**src/rtl/tkst_pkg.sv**
```systemverilog
// ----------------------------------------------------------------------------
// tkst_pkg
// Shared types and codes for the sorted top-k insertion table.
// ----------------------------------------------------------------------------
package tkst_pkg;

   localparam logic [1:0] MODE_ADD   = 2'd0;
   localparam logic [1:0] MODE_READ  = 2'd1;
   localparam logic [1:0] MODE_CLEAR = 2'd2;
   localparam logic [1:0] MODE_NOP   = 2'd3;

   localparam logic [2:0] STATUS_ADDED    = 3'd0;
   localparam logic [2:0] STATUS_DROPPED  = 3'd1;
   localparam logic [2:0] STATUS_READ_OK  = 3'd2;
   localparam logic [2:0] STATUS_READ_OOR = 3'd3;
   localparam logic [2:0] STATUS_CLEARED  = 3'd4;

   typedef struct packed {
      logic [1:0]  mode;
      logic [31:0] entry_time;
      logic [15:0] fail_count;
      logic [31:0] now_stamp;
      logic [3:0]  read_index;
   } tkst_req_type;

   typedef struct packed {
      logic [2:0]  status;
      logic [4:0]  entry_count;
      logic [3:0]  insert_rank;
      logic [31:0] out_time;
      logic [15:0] out_fails;
      logic [31:0] out_stamp;
   } tkst_rsp_type;

   // one table entry as held in a cell
   typedef struct packed {
      logic [31:0] key;
      logic [15:0] side;
      logic [31:0] stamp;
   } tkst_entry_type;

   // insert command broadcast to every cell
   typedef struct packed {
      logic           add_en;
      tkst_entry_type entry;
   } tkst_ins_type;

endpackage

```
**src/rtl/top_k_sorted_insert_table_top.sv**
```systemverilog
// ----------------------------------------------------------------------------
// top_k_sorted_insert_table_top
// Keeps up to DEPTH entries sorted by key in a chain of rank cells.
// Response is registered: valid in the cycle after the request is accepted.
// Throughput: 1 request per cycle unless a stalled response blocks; every
//   cell compares in parallel and shifts in the same cycle; no add iterates.
// Reset: synchronous; clears the entry count and the response valid only.
// ----------------------------------------------------------------------------
module top_k_sorted_insert_table_top #(
   parameter int DEPTH = 16
) (
   input  logic                  clock,
   input  logic                  reset,
   input  logic                  req_valid,
   output logic                  req_stall,
   input  tkst_pkg::tkst_req_type req_data,
   output logic                  rsp_valid,
   input  logic                  rsp_stall,
   output tkst_pkg::tkst_rsp_type rsp_data
);
   import tkst_pkg::*;

   localparam int CNT_W  = $clog2(DEPTH + 1);
   localparam int RANK_W = $clog2(DEPTH);
   localparam int CMP_W  = CNT_W + 4;

   // handshake and output register
   logic         accept;
   logic         rsp_valid_ff;
   logic         rsp_valid_in;
   tkst_rsp_type rsp_data_ff;
   tkst_rsp_type rsp_data_in;

   // entry count
   logic [CNT_W-1:0] count_ff;
   logic [CNT_W-1:0] count_in;
   logic             full;

   // cell chain
   tkst_ins_type   ins;
   tkst_entry_type cell_entry [DEPTH];
   logic           cell_shift [DEPTH];
   logic           cell_occ   [DEPTH];

   // result helpers
   logic [RANK_W-1:0]   rank_sel;
   logic [RANK_W+3:0]   rank_wide;
   logic [CNT_W+4:0]    cnt_wide;
   logic [CMP_W-1:0]    idx_ext;
   logic [CMP_W-1:0]    cnt_ext;
   tkst_entry_type      rd_entry;
   logic                rd_ok;

   // Output register frees up whenever it is empty or being taken.
   assign req_stall = rsp_valid_ff && rsp_stall;
   assign accept    = req_valid && !req_stall;
   assign rsp_valid = rsp_valid_ff;
   assign rsp_data  = rsp_data_ff;

   assign full = (count_ff == CNT_W'(DEPTH));

   assign ins.add_en       = accept && (req_data.mode == MODE_ADD);
   assign ins.entry.key    = req_data.entry_time;
   assign ins.entry.side   = req_data.fail_count;
   assign ins.entry.stamp  = req_data.now_stamp;

   // Rank cells: cell i is occupied when i is below the count. Cell 0 has
   // no left neighbor, so it always takes the new entry when it shifts.
   for (genvar i = 0; i < DEPTH; i++) begin : g_cell
      assign cell_occ[i] = (CNT_W'(i) < count_ff);
      if (i == 0) begin : g_head
         tkst_cell u_cell (
            .clock      (clock),
            .ins        (ins),
            .occupied   (cell_occ[i]),
            .left_entry (ins.entry),
            .left_shift (1'b0),
            .entry      (cell_entry[i]),
            .shift      (cell_shift[i])
         );
      end else begin : g_body
         tkst_cell u_cell (
            .clock      (clock),
            .ins        (ins),
            .occupied   (cell_occ[i]),
            .left_entry (cell_entry[i-1]),
            .left_shift (cell_shift[i-1]),
            .entry      (cell_entry[i]),
            .shift      (cell_shift[i])
         );
      end
   end

   // Insert rank: the first cell that shifts. The boundary is one-hot, so an
   // OR of indices encodes it. When full and nothing shifts, this is zero.
   always_comb begin
      rank_sel = '0;
      for (int i = 0; i < DEPTH; i++) begin
         if (cell_shift[i] && ((i == 0) || !cell_shift[(i == 0) ? 0 : i - 1])) begin
            rank_sel = rank_sel | RANK_W'(i);
         end
      end
   end

   // Read port: one-hot select on the requested rank.
   assign idx_ext = CMP_W'(req_data.read_index);
   assign cnt_ext = CMP_W'(count_ff);
   assign rd_ok   = (idx_ext < cnt_ext);

   always_comb begin
      rd_entry = '0;
      for (int i = 0; i < DEPTH; i++) begin
         if (idx_ext == CMP_W'(i)) begin
            rd_entry = rd_entry | cell_entry[i];
         end
      end
   end

   // Count update
   always_comb begin
      count_in = count_ff;
      if (accept) begin
         unique case (req_data.mode)
            MODE_ADD: begin
               if (!full) begin
                  count_in = count_ff + CNT_W'(1);
               end
            end
            MODE_CLEAR: count_in = '0;
            MODE_READ,
            MODE_NOP:   count_in = count_ff;
         endcase
      end
   end

   assign rank_wide = {4'b0, rank_sel};
   assign cnt_wide  = {5'b0, count_in};

   // Response build
   always_comb begin
      rsp_data_in             = '0;
      rsp_data_in.entry_count = cnt_wide[4:0];
      unique case (req_data.mode)
         MODE_ADD: begin
            // full and no cell shifts: new key is no better than the worst
            if (full && !cell_shift[DEPTH-1]) begin
               rsp_data_in.status = STATUS_DROPPED;
            end else begin
               rsp_data_in.status      = STATUS_ADDED;
               rsp_data_in.insert_rank = rank_wide[3:0];
            end
         end
         MODE_READ: begin
            if (rd_ok) begin
               rsp_data_in.status    = STATUS_READ_OK;
               rsp_data_in.out_time  = rd_entry.key;
               rsp_data_in.out_fails = rd_entry.side;
               rsp_data_in.out_stamp = rd_entry.stamp;
            end else begin
               rsp_data_in.status = STATUS_READ_OOR;
            end
         end
         MODE_CLEAR: rsp_data_in.status = STATUS_CLEARED;
         MODE_NOP:   rsp_data_in.status = STATUS_DROPPED;
      endcase
   end

   assign rsp_valid_in = accept || (rsp_valid_ff && rsp_stall);

   always_ff @(posedge clock) begin
      if (reset) begin
         rsp_valid_ff <= 1'b0;
         count_ff     <= '0;
      end else begin
         rsp_valid_ff <= rsp_valid_in;
         count_ff     <= count_in;
      end
   end

   always_ff @(posedge clock) begin
      if (accept) begin
         rsp_data_ff <= rsp_data_in;
      end
   end

endmodule

```
**src/rtl/tkst_cell.sv**
```systemverilog
// ----------------------------------------------------------------------------
// tkst_cell
// One rank of the sorted table: keeps, shifts in its left neighbor, or
// takes the new entry.
// ----------------------------------------------------------------------------
module tkst_cell (
   input  logic                    clock,
   input  tkst_pkg::tkst_ins_type   ins,
   input  logic                    occupied,
   input  tkst_pkg::tkst_entry_type left_entry,
   input  logic                    left_shift,
   output tkst_pkg::tkst_entry_type entry,
   output logic                    shift
);
   import tkst_pkg::*;

   tkst_entry_type entry_ff;
   tkst_entry_type entry_in;

   // new key goes at or before this rank; equal keys stay ahead
   assign shift = !occupied || (entry_ff.key > ins.entry.key);
   assign entry = entry_ff;

   always_comb begin
      entry_in = entry_ff;
      if (ins.add_en && shift) begin
         entry_in = left_shift ? left_entry : ins.entry;
      end
   end

   always_ff @(posedge clock) begin
      entry_ff <= entry_in;
   end

endmodule

```
**config.mk**
```make
export PLATFORM = sky130hd
export DESIGN_NAME = top_k_sorted_insert_table_top
export DESIGN_NICKNAME = d
export VERILOG_FILES = /design/src/rtl/tkst_pkg.sv /design/src/rtl/top_k_sorted_insert_table_top.sv /design/src/rtl/tkst_cell.sv
export SDC_FILE = /design/constraint.sdc
export NUM_CORES = 2
export LEC_CHECK = 0
export BUFFER_PORTS_ARGS = -buffer_cell sky130_fd_sc_hd__buf_2
export CAP_MARGIN = 20
export CORE_UTILIZATION = 60
export CTS_CLUSTER_DIAMETER = 200
export DETAILED_ROUTE_END_ITERATION = 16
export HOLD_SLACK_MARGIN = 0.12
export PLACE_DENSITY = 0.77
export SYNTH_ARGS = -nofsm -noshare
export SYNTH_HDL_FRONTEND = slang
export SYNTH_SLANG_ARGS = --single-unit
```
**constraint.sdc**
```tcl
create_clock -name clock -period 18.04 [get_ports clock]
set_input_delay 2.706 -clock clock [delete_from_list [all_inputs] [get_ports clock]]
set_output_delay 2.706 -clock clock [all_outputs]
set_load 0.01 [all_outputs]
```
After elaboration in Yosys (flattened, before gate mapping)

Index checks and enable logic that the tools add are counted.

$add $sub $neg: 1
Multipliers: 0
Divide/modulo/power cells: 0
Order comparisons: 33
Equality and inequality tests: 19
Shift-type cells: 0
Mux-type cells: 52
Bitwise operators: 16
Reduce and logical (&&, ||, !) cells: 90

Operators by type and width:

| kind                  | number |
|---|---|
| $mux W80              | 31 |
| $or A80 B80 Y80       | 15 |
| $gt A32 B32 Y1        | 16 |
| $lt A4 B5 Y1 const A  | 8 |
| $logic_and A1 B1 Y1   | 35 |
| $logic_not A1 Y1      | 33 |
| $eq A4 B4 Y1 const B  | 8 |
| $mux W4               | 8 |
| $lt A3 B5 Y1 const A  | 4 |
| $logic_or A1 B1 Y1    | 17 |
| $eq A4 B3 Y1 const B  | 4 |
| $pmux W5 S3           | 1 |
| $mux W3               | 4 |
| $pmux W3 S4           | 1 |
| $lt A1 B5 Y1 const A  | 2 |
| $lt A2 B5 Y1 const A  | 2 |
| $mux W5               | 2 |
| $logic_not A9 Y1      | 1 |
| $eq A4 B2 Y1 const B  | 2 |
| $add A5 B1 Y5 const B | 1 |
| $eq A5 B5 Y1 const B  | 1 |
| $lt A4 B5 Y1          | 1 |
| $eq A2 B2 Y1 const B  | 2 |
| $eq A4 B1 Y1 const B  | 1 |
| other kinds (7)       | 11 |

Bits in registers: 1378
Bits in latches: 0
RAM bits: 0
Bits in read-only memories: 0
Bits of input ports: 90
Word-level logic and storage cells: 267
Memories: 0

Depth between registers and ports, before layout

Word-level depth: 32
Gate-level depth with buffers: 13
Depth with buffers taken out: 10

Modules after synthesis

A second synthesis with hierarchy kept.

Cells, all modules: 6580
Area total of the unflattened synthesis: 80413.4 µm²

Modules (own cells, without submodules):

| module                        | instances | cells each | area each (µm²) | sequential area each (µm²) |
|---|---|---|---|---|
| tkst_cell                     | 16        | 316        | 4157.7          | 2402.3 |
| top_k_sorted_insert_table_top | 1         | 1524       | 13889.6         | 2882.8 |

Worst setup path before layout

No wires, ideal clock.

Path type: input port to flip-flop
From: input rsp_stall
To: register g_cell[13].g_body.u_cell.entry_ff, in the netlist g_cell[13].g_body.u_cell.entry[0], enable pin
Arrival: 13.237 ns
Slack: 4.185 ns
Cell stages on the path: 7
Cell sequence: and2_1 > nor2b_1 > nand2b_1 > clkbuf_1 > or2_2 > clkbuf_1 > nor3_1

Longest elaborated chain between the ends: 5

Ends and longest elaborated chain:

| item                 | RTL line                            | text |
|---|---|---|
| start, declared      | top_k_sorted_insert_table_top.sv:18 | `input logic rsp_stall,` |
| $logic_and A1 B1 Y1  | top_k_sorted_insert_table_top.sv:55 | `assign req_stall = rsp_valid_ff && rsp_stall;` |
| $logic_not A1 Y1     | top_k_sorted_insert_table_top.sv:56 | `assign accept = req_valid && !req_stall;` |
| $logic_and A1 B1 Y1  | top_k_sorted_insert_table_top.sv:56 |  |
| net accept           | top_k_sorted_insert_table_top.sv:28 | `logic accept;` |
| $logic_and A1 B1 Y1  | top_k_sorted_insert_table_top.sv:62 | `assign ins.add_en = accept && (req_data.mode == MODE_ADD);` |
| $logic_and A1 B1 Y1  | tkst_cell.sv:26                     | `if (ins.add_en && shift) begin` |
| end signal, assigned | tkst_cell.sv:32                     | `entry_ff <= entry_in;` |
| end, declared        | tkst_cell.sv:17                     | `tkst_entry_type entry_ff;` |

The timed path passes the listed nets, and every way through them passes these cells.
A chain may end at the register's enable or synchronous reset.

Worst setup path after layout

From: input req_data[79] (netlist name)
To: register g_cell[5].g_body.u_cell.entry_ff, in the netlist g_cell[5].g_body.u_cell.entry[27], enable pin

Longest elaborated chain between the ends: 3

Ends and longest elaborated chain:

| item                 | RTL line                            | text |
|---|---|---|
| start, declared      | top_k_sorted_insert_table_top.sv:16 | `input tkst_pkg::tkst_req_type req_data,` |
| $gt A32 B32 Y1       | tkst_cell.sv:21                     | `assign shift = !occupied \|\| (entry_ff.key > ins.entry.key);` |
| $logic_or A1 B1 Y1   | tkst_cell.sv:21                     |  |
| $logic_and A1 B1 Y1  | tkst_cell.sv:26                     |  |
| end signal, assigned | tkst_cell.sv:32                     |  |
| end, declared        | tkst_cell.sv:17                     |  |

Every way passes these cells.

==> impl_metrics.py <==
metrics = {
    "run_status": {
        "status": "finished, final reports clean",
    },
    "timing": {
        "fin_crit_sh": 0.436,
        "rsz0062_at_grt": "no",
        "clock_skew_ns": 0.0397,
        "hold_violations": 0,
        "setup_viol_count_final": 0,
        "report.final.slew_viol_count": 0,
        "finalCriticalPeriod_ns": 7.86,
        "setup-tns-final_ns": 0,
        "slew_headroom": 0.0392,
        "worst_slew_pin_slew_ns": 1.43,
        "max_freq_ghz": 0.127,
    },
    "pwr": {
        "combPwrFrac": 0.078,
        "ir_drop_mv": 0.101,
        "power_frac_clock": 0.427,
        "cellPowerDensity_mw_per_mm2": 90.7,
        "p_int_uw": 5590,
        "p_leak_uw": 0.0290,
        "p_switching_uw": 1850,
        "swShare": 0.249,
        "seqPwrFrac": 0.494,
    },
    "finish": {
        "seq_area_mm2": 0.0413,
        "fillCellCount": 8668,
        "syn2layout_area_growth_pct": 10.2,
        "multi_input_area_mm2": 0.0316,
        "drive_gt1_frac": 0.246,
        "nNetsFinal": 6136,
        "utilization": 0.670,
    },
    "logic_synthesis": {
        "ys_top_cells_by_area": "edfxtp_1, mux2_2, ha_1",
        "synth_seq_cells": 1378,
        "netlist_area_mm2": 0.0744,
        "syn_area_per_cell_um2": 13.6,
        "synth-async-reset-ratio": 0,
        "postSynthNetCount": 6076,
        "yosys_warnings": 0,
        "synth_cell_types": 67,
        "synth_top_area_frac": 0.554,
        "synth_top_area_cell": "edfxtp_1",
        "synth_ff_type": "edfxtp_1",
        "syn_inst": 5469,
        "synth-edff-count": 1372,
        "yosysMostFrequentCell": "edfxtp_1",
        "yosysSeqAreaShare": 0.555,
        "synth_common_cells": "edfxtp_1, mux2_2, ha_1",
    },
    "clock_tree": {
        "clockRootBuffer": "clkbuf_16",
        "ctsResizeCount": 0,
        "cts_sinks": 1378,
        "cts_max_level": 4,
        "clk_pin_slew_ns": 0.06,
        "tritoncts": "done",
        "cts.hold.buffers_added": 0,
        "numCtsBuffers": 148,
        "post-cts-setup-buffers": 0,
        "clock_latency_ns": 0.84,
        "clk_path_buf_depth": 3,
    },
    "floorplanning": {
        "die_area_mm2": 0.125,
        "coreArea_mm2": 0.122,
        "die_h_um": 354,
        "dieWidth_um": 354,
        "num_rows": 128,
        "ioPinCount": 184,
        "initial_utilization": 0.608,
    },
    "setup_path": {
        "slowest_delay_ns": 0.97,
        "worstSetupStartpointType": "input pin",
        "crit_arrival_ns": 8.30,
        "path_buf_inv": 4,
        "critPathKind": "in -> reg",
        "path_delay_family": "buffers and inverters",
        "endpoint_kind": "register",
        "cp.required_ns": 18.48,
        "crit_path_frequent_cell": "buf_4",
        "cp_max_fo": 42,
        "path_cells": "buf_2, inv_1, ha_1, nand4_1, nor4_1, a2111oi_2, o21a_1, nor2_4, buf_4, buf_4",
        "cp_slowest_cell": "nor4_1",
    },
    "run": {
        "maxCapViolations": 0,
    },
    "drt": {
        "vias": 55500,
        "first_iter_violations": 9216,
        "wl_um": 271000,
        "drc": 0,
        "first_pass_iters": 7,
        "final_antenna_net_count": 0,
        "drt-vias-per-instance": 7.61,
        "wire_per_inst_um": 37.2,
    },
    "placed_design": {
        "io_buffers": 183,
        "dp_hpwl_um": 163000,
        "place_congestion": 1.06,
    },
    "global_routing": {
        "grt_overflow_total": 0,
        "antenna_found_initial": 26,
        "grt_first_pass_wirelength_um": 383000,
        "grt_max_degree": 115,
        "grt_usage": 0.425,
        "first_global_vias": 54100,
    },
    "min_path": {
        "hold_path_class": "reg -> reg",
    },
}
-- power by group through the flow --
| stage | registers [uW] | logic, uW | clock network [uW] |
|---|---|---|---|
| 4_1_cts | 3670 | 560 | 3160 |
| 5_1_grt | 3680 | 613 | 3280 |
| 2_1_floorplan | 3730 | 329 | 0 |
| 3_5_place_dp | 3740 | 556 | 0 |
| 6_report | 3680 | 584 | 3180 |
| 3_3_place_gp | 3740 | 543 | 0 |
-- cells in the final DEF, fill, tap and decap left out, types with 7 or more instances in the layout --
| cell | n |
|---|---|
| a211oi_1 | 17 |
| a21o_1 | 44 |
| a21oi_1 | 223 |
| a221oi_1 | 250 |
| a22o_1 | 240 |
| a22oi_1 | 163 |
| a31oi_1 | 85 |
| and3_1 | 84 |
| buf_2 | 184 |
| buf_4 | 110 |
| bufinv_16 | 18 |
| clkbuf_1 | 24 |
| clkbuf_16 | 148 |
| clkinv_1 | 25 |
| clkinv_16 | 7 |
| clkinv_2 | 25 |
| clkinvlp_4 | 7 |
| diode_2 | 17 |
| edfxtp_1 | 1372 |
| ha_1 | 517 |
| inv_1 | 64 |
| mux2_1 | 185 |
| mux2_2 | 804 |
| mux2_4 | 15 |
| nand2_1 | 323 |
| nand2b_1 | 11 |
| nand3_1 | 60 |
| nand4_1 | 101 |
| nor2_1 | 43 |
| nor2_4 | 21 |
| nor2b_1 | 23 |
| nor3_1 | 25 |
| nor3_2 | 7 |
| nor4_1 | 18 |
| o211ai_1 | 24 |
| o21ai_0 | 227 |
| o21ai_1 | 31 |
| or4_1 | 9 |
-- final cells by class --
| class | count | share of cell area |
|---|---|---|
| inverter | 64 | 0.00293 |
| clock buffer | 172 | 0.0463 |
| tap | 1625 | 0.0248 |
| multi-input combinational | 3640 | 0.385 |
| timing repair buffer | 297 | 0.0220 |
| clock inverter | 92 | 0.0141 |
| antenna | 17 | 0.000519 |
| sequential | 1378 | 0.504 |
-- final timing paths --
kind,end,startpoint,cells after the start,slack (ns)
hold reg to reg,g_cell[1].g_body.u_cell.entry[32]$_DFFE_PP_,g_cell[0].g_head.u_cell.entry[32]$_DFFE_PP_,1,0.56
hold / removal,g_cell[1].g_body.u_cell.entry[32]$_DFFE_PP_,g_cell[0].g_head.u_cell.entry[32]$_DFFE_PP_,1,0.56
setup reg to reg,g_cell[5].g_body.u_cell.entry[27]$_DFFE_PP_,g_cell[5].g_body.u_cell.entry[62]$_DFFE_PP_,10,12.32
setup / recovery,g_cell[5].g_body.u_cell.entry[27]$_DFFE_PP_,req_data[79],10,10.18
-- layer usage --
layer  GRT usage  routed length [um]
met1       0.558               95100
met2       0.631              116000
met3       0.130               41300
met4       0.236               18400
met5           0                 111
-- stage by stage --
stage / setup slack [ns] / std cells / power, uW / instance area (um^2) / hold slack, ns
finish: 10.18 / 7285 / 7440 / 82000 / 0.559
global route: 10.32 / 7273 / 7580 / 82000 / 0.570
CTS: 10.58 / 7266 / 7400 / 81900 / 0.559
detailed placement: 9.70 / 7002 / 4300 / 77000 / 0.547
global placement: 9.72 / 7001 / 4280 / 77000 / 0.534
floorplan: 4.19 / 5469 / 4050 / 74400 / 0.529
-- registers in the layout, summed over array words and instances (netlist names) --
| name | flops |
|---|---|
| count_ff | 5 |
| rsp_data | 92 |
| g_cell.g_body.u_cell.entry | 1200 |
| rsp_valid | 1 |
| g_cell.g_head.u_cell.entry | 80 |
-- cell families (layout without fill, tap and decap cells) --
group,Yosys count,count (layout),share of synthesized area
flip-flops,1378,1378,0.555
AO/OA/AOI/OAI,1366,1366,0.130
multiplexers,1006,1006,0.153
AND/OR/NAND/NOR,751,751,0.0494
adder cells (fa/ha/maj),517,517,0.0869
buffers and inverters,451,625,0.0260
other,0,17,0
Power figures use the tool's default switching activity.
